### config.mk
export PLATFORM = sky130hd
export DESIGN_NAME = rational_arithmetic_unit
export DESIGN_NICKNAME = d
export VERILOG_FILES = /design/src/rtl/rau_pkg.sv /design/src/rtl/rau_reduce.sv /design/src/rtl/rational_arithmetic_unit.sv
export SDC_FILE = /design/constraint.sdc
export NUM_CORES = 2
export LEC_CHECK = 0
export BUFFER_PORTS_ARGS = -buffer_cell sky130_fd_sc_hd__buf_2
export CELL_PAD_IN_SITES_DETAIL_PLACEMENT = 1
export CELL_PAD_IN_SITES_GLOBAL_PLACEMENT = 1
export CORE_UTILIZATION = 25
export DETAILED_ROUTE_END_ITERATION = 7
export PLACE_DENSITY = 0.58
export RECOVER_POWER = 25
export SYNTH_ARGS = -nofsm -noshare
export SYNTH_HDL_FRONTEND = slang
export SYNTH_SLANG_ARGS = --single-unit
### constraint.sdc
create_clock -name clk_i -period 7.7 [get_ports clk_i]
set_clock_uncertainty 0.15 [all_clocks]
set_input_delay 1.54 -clock clk_i [delete_from_list [all_inputs] [get_ports clk_i]]
set_output_delay 1.54 -clock clk_i [all_outputs]
set_load 0.1 [all_outputs]
### src/rtl/rau_pkg.sv
// Shared types and constants of the rational arithmetic unit.
// Used by the top level, the reduction unit and the port checker.
package rau_pkg;

  localparam int WIDTH_DEF   = 16;
  localparam int OPER_W      = 16;  // operand fields on the input stream
  localparam int RES_N_W     = 16;  // result numerator field
  localparam int RES_D_W     = 15;  // result denominator field
  localparam int CMD_W       = 3;
  localparam int STATUS_W    = 2;
  localparam int IN_TDATA_W  = 32;
  localparam int OUT_TDATA_W = 32;
  // Extra magnitude bits of a cross product over the accumulator width.
  localparam int MAG_EXTRA   = 16;
  localparam int MAG_W_DEF   = WIDTH_DEF + MAG_EXTRA;

  typedef enum logic [CMD_W-1:0] {
    CMD_LOAD = 3'd0,
    CMD_ADD  = 3'd1,
    CMD_SUB  = 3'd2,
    CMD_MUL  = 3'd3,
    CMD_DIV  = 3'd4
  } cmd_e;

  typedef enum logic [STATUS_W-1:0] {
    ST_OK   = 2'd0,
    ST_ZERO = 2'd1,
    ST_OVF  = 2'd2
  } status_e;

endpackage

### src/rtl/rau_reduce.sv
// Reduction unit: binary GCD of two magnitudes, then two restoring
// divisions that share one subtractor path. Depends on rau_pkg.
module rau_reduce import rau_pkg::*; #(
  parameter int MW = MAG_W_DEF
) (
  input  logic          clk_i,
  input  logic          rst_ni,
  input  logic          start_i,
  input  logic [MW-1:0] num_i,   // nonzero magnitude
  input  logic [MW-1:0] den_i,   // nonzero magnitude
  output logic          done_o,
  output logic [MW-1:0] num_o,
  output logic [MW-1:0] den_o
);

  localparam int KW = $clog2(MW);
  localparam int CW = $clog2(MW + 1);

  typedef enum logic [3:0] {
    R_IDLE = 4'b0001,
    R_GCD  = 4'b0010,
    R_DIVN = 4'b0100,
    R_DIVD = 4'b1000
  } rstate_e;

  rstate_e       state_q, state_d;
  logic          done_q, done_d;
  logic [MW-1:0] a_q, a_d, b_q, b_d;
  logic [KW-1:0] k_q, k_d;
  logic [MW-1:0] x_q, x_d, rem_q, rem_d, g_q, g_d;
  logic [CW-1:0] cnt_q, cnt_d;
  logic [MW-1:0] num_q, num_d, den_q, den_d, qn_q, qn_d, qd_q, qd_d;

  logic          a_ge_b;
  logic [MW-1:0] diff;
  logic [MW:0]   rem_sh;
  logic          q_bit;
  logic [MW-1:0] rem_nx, x_nx;
  logic          last_bit;

  assign a_ge_b   = a_q >= b_q;
  assign diff     = a_ge_b ? (a_q - b_q) : (b_q - a_q);
  assign rem_sh   = {rem_q, x_q[MW-1]};
  assign q_bit    = rem_sh >= {1'b0, g_q};
  assign rem_nx   = q_bit ? MW'(rem_sh - {1'b0, g_q}) : rem_sh[MW-1:0];
  assign x_nx     = {x_q[MW-2:0], q_bit};
  assign last_bit = cnt_q == CW'(MW - 1);

  always_comb begin
    state_d = state_q;
    done_d  = 1'b0;
    a_d     = a_q;
    b_d     = b_q;
    k_d     = k_q;
    x_d     = x_q;
    rem_d   = rem_q;
    g_d     = g_q;
    cnt_d   = cnt_q;
    num_d   = num_q;
    den_d   = den_q;
    qn_d    = qn_q;
    qd_d    = qd_q;
    unique case (state_q)
      R_IDLE: begin
        if (start_i) begin
          a_d     = num_i;
          b_d     = den_i;
          num_d   = num_i;
          den_d   = den_i;
          k_d     = '0;
          state_d = R_GCD;
        end
      end
      R_GCD: begin
        if (a_q == '0 || b_q == '0) begin
          // Odd part of the GCD; the common power of two is removed by shifting.
          g_d     = a_q | b_q;
          x_d     = num_q >> k_q;
          rem_d   = '0;
          cnt_d   = '0;
          state_d = R_DIVN;
        end else if (!a_q[0] && !b_q[0]) begin
          a_d = a_q >> 1;
          b_d = b_q >> 1;
          k_d = k_q + 1'b1;
        end else if (!a_q[0]) begin
          a_d = a_q >> 1;
        end else if (!b_q[0]) begin
          b_d = b_q >> 1;
        end else if (a_ge_b) begin
          a_d = diff >> 1;
        end else begin
          b_d = diff >> 1;
        end
      end
      R_DIVN: begin
        rem_d = rem_nx;
        x_d   = x_nx;
        cnt_d = cnt_q + 1'b1;
        if (last_bit) begin
          qn_d    = x_nx;
          x_d     = den_q >> k_q;
          rem_d   = '0;
          cnt_d   = '0;
          state_d = R_DIVD;
        end
      end
      R_DIVD: begin
        rem_d = rem_nx;
        x_d   = x_nx;
        cnt_d = cnt_q + 1'b1;
        if (last_bit) begin
          qd_d    = x_nx;
          done_d  = 1'b1;
          state_d = R_IDLE;
        end
      end
      default: state_d = R_IDLE;
    endcase
  end

  always_ff @(posedge clk_i or negedge rst_ni) begin
    if (!rst_ni) begin
      state_q <= R_IDLE;
      done_q  <= 1'b0;
    end else begin
      state_q <= state_d;
      done_q  <= done_d;
    end
  end

  always_ff @(posedge clk_i) begin
    a_q   <= a_d;
    b_q   <= b_d;
    k_q   <= k_d;
    x_q   <= x_d;
    rem_q <= rem_d;
    g_q   <= g_d;
    cnt_q <= cnt_d;
    num_q <= num_d;
    den_q <= den_d;
    qn_q  <= qn_d;
    qd_q  <= qd_d;
  end

  assign done_o = done_q;
  assign num_o  = qn_q;
  assign den_o  = qd_q;

endmodule

### src/rtl/rational_arithmetic_unit.sv
// Rational arithmetic unit: accumulator fraction updated by stream commands.
// Depends on rau_pkg and rau_reduce.
//
// Usage: each input word carries a command in s_axis_tuser and an operand
// fraction in s_axis_tdata. Commands load, add, subtract, multiply or divide
// the accumulator by the operand. Every input word yields one output word:
// the reduced accumulator (sign in the numerator, denominator positive) in
// m_axis_tdata and a status code in m_axis_tuser (ok, zero denominator or
// divide by zero, overflow). On a zero denominator, divide by zero,
// overflow or an unknown command the accumulator is left unchanged.
// One shared multiplier forms the three cross products in turn, then the
// reduction unit runs a binary GCD and two bit-serial divisions. A load
// skips the multiplier; error cases and unknown commands skip both.
// s_axis_tready is high only while no word is being worked on; the output
// register holds a finished word until m_axis_tready takes it, and the next
// input may be accepted meanwhile. Reset clears the accumulator to 0/1 and
// empties the output register.
module rational_arithmetic_unit import rau_pkg::*; #(
  parameter int WIDTH = WIDTH_DEF
) (
  input  logic                   clk_i,
  input  logic                   rst_ni,
  input  logic                   s_axis_tvalid,
  output logic                   s_axis_tready,
  // [15:0] operand_numerator, [31:16] operand_denominator
  input  logic [IN_TDATA_W-1:0]  s_axis_tdata,
  // [2:0] command
  input  logic [CMD_W-1:0]       s_axis_tuser,
  output logic                   m_axis_tvalid,
  input  logic                   m_axis_tready,
  // [15:0] result_numerator, [30:16] result_denominator, [31] zero padding
  output logic [OUT_TDATA_W-1:0] m_axis_tdata,
  // [1:0] status
  output logic [STATUS_W-1:0]    m_axis_tuser
);

  localparam int MW   = WIDTH + MAG_EXTRA;
  localparam int PRW  = WIDTH + 18;
  localparam int OPW  = OPER_W + 1;
  localparam int EXTW = (WIDTH > OPER_W) ? WIDTH : OPER_W;
  localparam int PADW = OUT_TDATA_W - RES_N_W - RES_D_W;
  localparam logic [MW-1:0] LIM = MW'(64'd1 << (WIDTH - 1));

  typedef enum logic [5:0] {
    S_IDLE = 6'b000001,
    S_MUL  = 6'b000010,
    S_NORM = 6'b000100,
    S_RED  = 6'b001000,
    S_CHK  = 6'b010000,
    S_DONE = 6'b100000
  } state_e;

  state_e                  state_q, state_d;
  logic [1:0]              step_q, step_d;
  logic [CMD_W-1:0]        cmd_q, cmd_d;
  logic signed [OPW-1:0]   on_q, on_d, od_q, od_d;
  logic signed [PRW-1:0]   p_q, p_d;
  logic signed [MW:0]      n_q, n_d, d_q, d_d;
  logic                    neg_q, neg_d, zero_q, zero_d;
  status_e                 st_q, st_d;
  logic signed [WIDTH-1:0] acc_n_q, acc_n_d;
  logic [WIDTH-1:0]        acc_d_q, acc_d_d;
  logic                    m_valid_q, m_valid_d;
  logic [OUT_TDATA_W-1:0]  m_data_q, m_data_d;
  status_e                 m_st_q, m_st_d;

  logic [CMD_W-1:0]        in_cmd;
  logic signed [OPW-1:0]   in_on, in_od, on_norm, od_norm;
  logic signed [WIDTH:0]   mul_a;
  logic signed [OPW-1:0]   mul_b;
  logic signed [PRW-1:0]   prod;
  logic signed [MW:0]      p_trunc;
  logic [MW-1:0]           nmag, dmag, qn, qd;
  logic                    red_start, red_done;
  logic [MW-1:0]           red_num, red_den;
  logic                    ovf;
  logic signed [EXTW-1:0]  n_ext;
  logic [EXTW-1:0]         d_ext;

  assign in_cmd  = s_axis_tuser;
  assign in_on   = OPW'($signed(s_axis_tdata[OPER_W-1:0]));
  assign in_od   = OPW'($signed(s_axis_tdata[2*OPER_W-1:OPER_W]));
  assign on_norm = in_od[OPW-1] ? -in_on : in_on;
  assign od_norm = in_od[OPW-1] ? -in_od : in_od;

  // Shared multiplier: step 0 forms the first numerator term, step 1 the
  // second (used by add and subtract), step 2 the denominator.
  always_comb begin
    mul_a = $signed({acc_n_q[WIDTH-1], acc_n_q});
    mul_b = od_q;
    case (step_q)
      2'd0: begin
        mul_a = $signed({acc_n_q[WIDTH-1], acc_n_q});
        mul_b = (cmd_q == CMD_MUL) ? on_q : od_q;
      end
      2'd1: begin
        mul_a = $signed({1'b0, acc_d_q});
        mul_b = on_q;
      end
      default: begin
        mul_a = $signed({1'b0, acc_d_q});
        mul_b = (cmd_q == CMD_DIV) ? on_q : od_q;
      end
    endcase
  end

  assign prod    = PRW'(mul_a) * PRW'(mul_b);
  assign p_trunc = $signed(p_q[MW:0]);

  assign nmag = n_q[MW] ? MW'(-n_q) : n_q[MW-1:0];
  assign dmag = d_q[MW] ? MW'(-d_q) : d_q[MW-1:0];

  assign red_start = (state_q == S_NORM) && (n_q != '0);

  rau_reduce #(
    .MW(MW)
  ) u_reduce (
    .clk_i  (clk_i),
    .rst_ni (rst_ni),
    .start_i(red_start),
    .num_i  (nmag),
    .den_i  (dmag),
    .done_o (red_done),
    .num_o  (red_num),
    .den_o  (red_den)
  );

  assign qn  = zero_q ? '0 : red_num;
  assign qd  = zero_q ? MW'(1) : red_den;
  assign ovf = (neg_q ? (qn > LIM) : (qn >= LIM)) || (qd >= LIM);

  assign n_ext = EXTW'(acc_n_q);
  assign d_ext = EXTW'(acc_d_q);

  always_comb begin
    state_d   = state_q;
    step_d    = step_q;
    cmd_d     = cmd_q;
    on_d      = on_q;
    od_d      = od_q;
    p_d       = p_q;
    n_d       = n_q;
    d_d       = d_q;
    neg_d     = neg_q;
    zero_d    = zero_q;
    st_d      = st_q;
    acc_n_d   = acc_n_q;
    acc_d_d   = acc_d_q;
    m_valid_d = m_valid_q;
    m_data_d  = m_data_q;
    m_st_d    = m_st_q;

    if (m_valid_q && m_axis_tready) begin
      m_valid_d = 1'b0;
    end

    unique case (state_q)
      S_IDLE: begin
        if (s_axis_tvalid) begin
          cmd_d  = in_cmd;
          on_d   = on_norm;
          od_d   = od_norm;
          step_d = '0;
          st_d   = ST_OK;
          n_d    = (MW + 1)'(on_norm);
          d_d    = (MW + 1)'(od_norm);
          if (in_cmd > CMD_DIV) begin
            state_d = S_DONE;
          end else if (in_od == '0) begin
            st_d    = ST_ZERO;
            state_d = S_DONE;
          end else if (in_cmd == CMD_DIV && in_on == '0) begin
            st_d    = ST_ZERO;
            state_d = S_DONE;
          end else if (in_cmd == CMD_LOAD) begin
            state_d = S_NORM;
          end else begin
            state_d = S_MUL;
          end
        end
      end
      S_MUL: begin
        p_d    = prod;
        step_d = step_q + 1'b1;
        case (step_q)
          2'd1: n_d = p_trunc;
          2'd2: begin
            if (cmd_q == CMD_ADD) begin
              n_d = n_q + p_trunc;
            end else if (cmd_q == CMD_SUB) begin
              n_d = n_q - p_trunc;
            end
          end
          2'd3: begin
            d_d     = p_trunc;
            state_d = S_NORM;
          end
          default: ;
        endcase
      end
      S_NORM: begin
        neg_d  = n_q[MW] ^ d_q[MW];
        zero_d = n_q == '0;
        state_d = (n_q == '0) ? S_CHK : S_RED;
      end
      S_RED: begin
        if (red_done) begin
          state_d = S_CHK;
        end
      end
      S_CHK: begin
        if (ovf) begin
          st_d = ST_OVF;
        end else begin
          acc_n_d = WIDTH'(neg_q ? -qn : qn);
          acc_d_d = qd[WIDTH-1:0];
        end
        state_d = S_DONE;
      end
      S_DONE: begin
        if (!m_valid_q || m_axis_tready) begin
          m_valid_d = 1'b1;
          m_data_d  = {{PADW{1'b0}}, d_ext[RES_D_W-1:0], n_ext[RES_N_W-1:0]};
          m_st_d    = st_q;
          state_d   = S_IDLE;
        end
      end
      default: state_d = S_IDLE;
    endcase
  end

  always_ff @(posedge clk_i or negedge rst_ni) begin
    if (!rst_ni) begin
      state_q   <= S_IDLE;
      step_q    <= '0;
      acc_n_q   <= '0;
      acc_d_q   <= WIDTH'(1);
      m_valid_q <= 1'b0;
    end else begin
      state_q   <= state_d;
      step_q    <= step_d;
      acc_n_q   <= acc_n_d;
      acc_d_q   <= acc_d_d;
      m_valid_q <= m_valid_d;
    end
  end

  always_ff @(posedge clk_i) begin
    cmd_q    <= cmd_d;
    on_q     <= on_d;
    od_q     <= od_d;
    p_q      <= p_d;
    n_q      <= n_d;
    d_q      <= d_d;
    neg_q    <= neg_d;
    zero_q   <= zero_d;
    st_q     <= st_d;
    m_data_q <= m_data_d;
    m_st_q   <= m_st_d;
  end

  assign s_axis_tready = state_q == S_IDLE;
  assign m_axis_tvalid = m_valid_q;
  assign m_axis_tdata  = m_data_q;
  assign m_axis_tuser  = m_st_q;

endmodule

==> results.toml <==
[global_routing]
gr-usage-all-layers_pct = 17.3
grt_antenna_before_repair = 12
grt_overflow = 0
grt_max_degree = 88
grt_pass1_wl_um = 236000
grt_pass1_vias = 37000

[finish]
drive_gt1_share_pct = 13.6
ff_latch_area_mm2 = 0.0153
final_area_mm2 = 0.0518
multi_input_area_mm2 = 0.0266
n_fill_cell = 20000
fin_nets = 5306
stdcell_count = 7098
area_growth_pct = 17.1

[die]
rows = 153
die_area_mm2 = 0.178
pin_count = 75
start_util_pct = 25.3
core_mm2 = 0.175
chipHeight_um = 422
die_x_um = 422

[synth]
syn_area_mm2 = 0.0442
yosysMostFrequentCell = "inv_1"
ys_seq_area_share_pct = 34.7
synthSimpleGateAreaFrac_pct = 13.5
synthXorXnorAreaFrac_pct = 5.69
synth_cells = 4491
synth_flop_cell = "edfxtp_1"
synth-compound-area-share_pct = 13.8
synth-edff-count = 472
synthAdderAreaFrac_pct = 20.6
synth_area_per_cell_um2 = 9.84
yosys_warnings = 0
synth_top_family_by_area = "adder cells"
synthMuxAreaShare_pct = 5.34
synth_cell_types = 97
synth_common_cells = "inv_1 (537), nor2_1 (497), edfxtp_1 (472)"
netlist.area_leader.share_pct = 32.1
ys_seq_elements = 518
async_flop_share_pct = 8.88
synth.largest_area_cell = "edfxtp_1"
synth_area_leaders = "edfxtp_1 (32%), fa_1 (13%), ha_1 (7.2%)"

[run]
max_cap_viol_count = 8

[detailed_routing]
finalWirelength_um = 156000
wire_per_inst_um = 22.0
maxUsedRoutingLayer = "met5"
ant_nets = 0
dr_wl_met3_um = 5640
drt_iter0_drc = 2209
wl_met1_um = 69200
dr_wl_met2_um = 76900
viasPerCell = 4.92
drtPass1Iterations = 5
num_vias = 34900
drcViolationCount = 0

[clocking]
cts_root_buffer = "clkbuf_16"
cts_tree = "yes"
htreeDepth = 3
clock-sinks = 518
numCtsBuffers = 68
clkTransAtPathRegs_ps = 60
clkLatencyLatePin_ps = 660
clockBufferDepth = 3

[timing]
fmax_mhz = 130
slew_viol_final = 380
maxSlewHeadroom_pct = -118
min_period_ps = 7710
finalSetupViolations = 1
period_share_pct = 100
timing.final.ws_setup_ps = -9.00
hold_ws_ps = 263
max_slew.worst_pin.slew_ps = 3270
tns_ps = -9.00
hold_violations = 0
rsz0062_at_grt = "true"

[min_path]
hold_path.class = "register to register"

[worst_setup_path]
cp.required_ps = 7930
cp.arrival_ps = 7930
critPathSlowestCell = "fa_2"
cpMostUsedCell = "fa_1"
r2r_slack_ps = -9
path_max_fanout = 6
max_stage_delay_ps = 580
startpoint_type = "register"
worst_setup_path_end_kind = "register"
critPathKind = "register to register"

[outcome]
violations = "capacitance limit, slew limit, setup timing"
outcome = "finished with violations"

[placement]
portBuffers = 73
placed_area_mm2 = 0.0488
dpl.hpwl_um = 126000
gp_congestion = 0.899
place_inst = 6937
[flip-flops by register name, summed over array words and instances, names as in the netlist, 6 cells and up]
signal / count
od_q: 17
acc_d_q: 16
d_q: 33
n_q: 33
acc_n_q: 16
on_q: 17
u_reduce.g_q: 32
u_reduce.x_q: 32
u_reduce.a_q: 32
state_q: 6
m_axis_tdata: 31
p_q: 33
u_reduce.den_q: 32
u_reduce.b_q: 32
u_reduce.den_o: 32
u_reduce.cnt_q: 6
u_reduce.num_q: 32
u_reduce.rem_q: 32
u_reduce.num_o: 32
[cell families after synthesis]
group | Yosys count
and+or+nand+nor | 1285
AOI/OAI and AO/OA | 934
buffers and inverters | 733
adders and majority gates | 550
DFF | 518
xor gates and xnor gates | 287
muxes | 183
other | 1
[cell type report]
cell class | instances | share of cell area, %
Multi-Input combinational cell | 3242 | 51.3
Sequential cell | 518 | 29.6
Tap cell | 2325 | 5.62
Timing Repair Buffer | 347 | 4.89
Inverter | 540 | 3.92
Clock buffer | 82 | 3.53
Clock inverter | 43 | 1.12
Antenna cell | 1 | 0.00483
[placed cells by master, fill, tap and decap left out, types with 20 or more instances in the layout]
| master | synthesis | layout |
|---|---|---|
| a211oi_1 | 42 | 41 |
| a21o_1 | 44 | 44 |
| a21oi_1 | 284 | 274 |
| a221oi_1 | 64 | 61 |
| a22oi_1 | 33 | 23 |
| and2_1 | 45 | 31 |
| and3_1 | 29 | 29 |
| buf_2 | 15 | 67 |
| buf_4 | 5 | 223 |
| clkbuf_1 | 149 | 38 |
| clkbuf_16 | 0 | 70 |
| dfrtp_1 | 43 | 43 |
| edfxtp_1 | 472 | 472 |
| fa_1 | 294 | 289 |
| ha_1 | 256 | 251 |
| inv_1 | 537 | 530 |
| mux2_2 | 41 | 39 |
| mux2i_1 | 101 | 95 |
| mux4_2 | 38 | 38 |
| nand2_1 | 318 | 315 |
| nand2b_1 | 55 | 53 |
| nand3_1 | 56 | 56 |
| nor2_1 | 497 | 493 |
| nor2b_1 | 52 | 52 |
| nor3_1 | 70 | 70 |
| nor4_1 | 51 | 50 |
| o211ai_1 | 25 | 25 |
| o21a_1 | 26 | 24 |
| o21ai_0 | 168 | 166 |
| o21bai_1 | 31 | 31 |
| o31ai_1 | 50 | 49 |
| o41ai_1 | 20 | 20 |
| or3_1 | 20 | 20 |
| xnor2_1 | 226 | 225 |
| xor2_1 | 61 | 61 |
[metal layers]
metal / vias to the layer above / GRT usage [%]
li1: 16100 / -
met1: 17900 / 22.8
met2: 677 / 29.7
met3: 201 / 1.92
met4: 2 / 5.17
met5: - / 0
[worst paths after layout]
kind	startpoint	endpoint	cells past startpoint
hold / removal	st_q[1]$_SDFFCE_PN1P_	m_axis_tuser[1]$_DFFE_PP_	0
setup / recovery	cmd_q[1]$_DFFE_PP_	p_q[32]$_DFFE_PP_	28
setup reg to reg	cmd_q[1]$_DFFE_PP_	p_q[32]$_DFFE_PP_	28
max in group asynchronous	rst_ni	acc_n_q[6]$_DFFE_PN0P_	2
min in group asynchronous	rst_ni	state_q[3]$_DFFE_PN0P_	2
hold reg to reg	st_q[1]$_SDFFCE_PN1P_	m_axis_tuser[1]$_DFFE_PP_	0
[critical path: cells and delay by family (launching register included)]
kind | cells | cell delay [ps]
adder cells (fa/ha/maj) | 7 | 3280
AO/OA/AOI/OAI | 9 | 1640
buffers and inverters | 7 | 720
AND/OR/NAND/NOR | 3 | 720
flip-flops | 1 | 470
multiplexers | 1 | 330
XOR/XNOR | 1 | 80
[stage by stage]
step | util [%] | setup WS, ps
floorplan | - | 4.46
global placement | 27.9 | -322
detailed placement | 27.9 | -415
CTS | 29.6 | 0.0462
global route | 29.6 | -230
finish | 29.6 | -9.00
[what timing repair did]
item / 4_1_cts / 5_1_grt
hold buffers: 0 / 0
cloned: 2 / 1
pin swaps: 42 / 28
setup endpoints to repair: 8 / 9
resized for setup: 61 / 27
setup buffers: 25 / 8
Power is left out: the tool's default activity adds up to more than one toggle a clock period on the data nets, which glitch-free logic cannot reach.
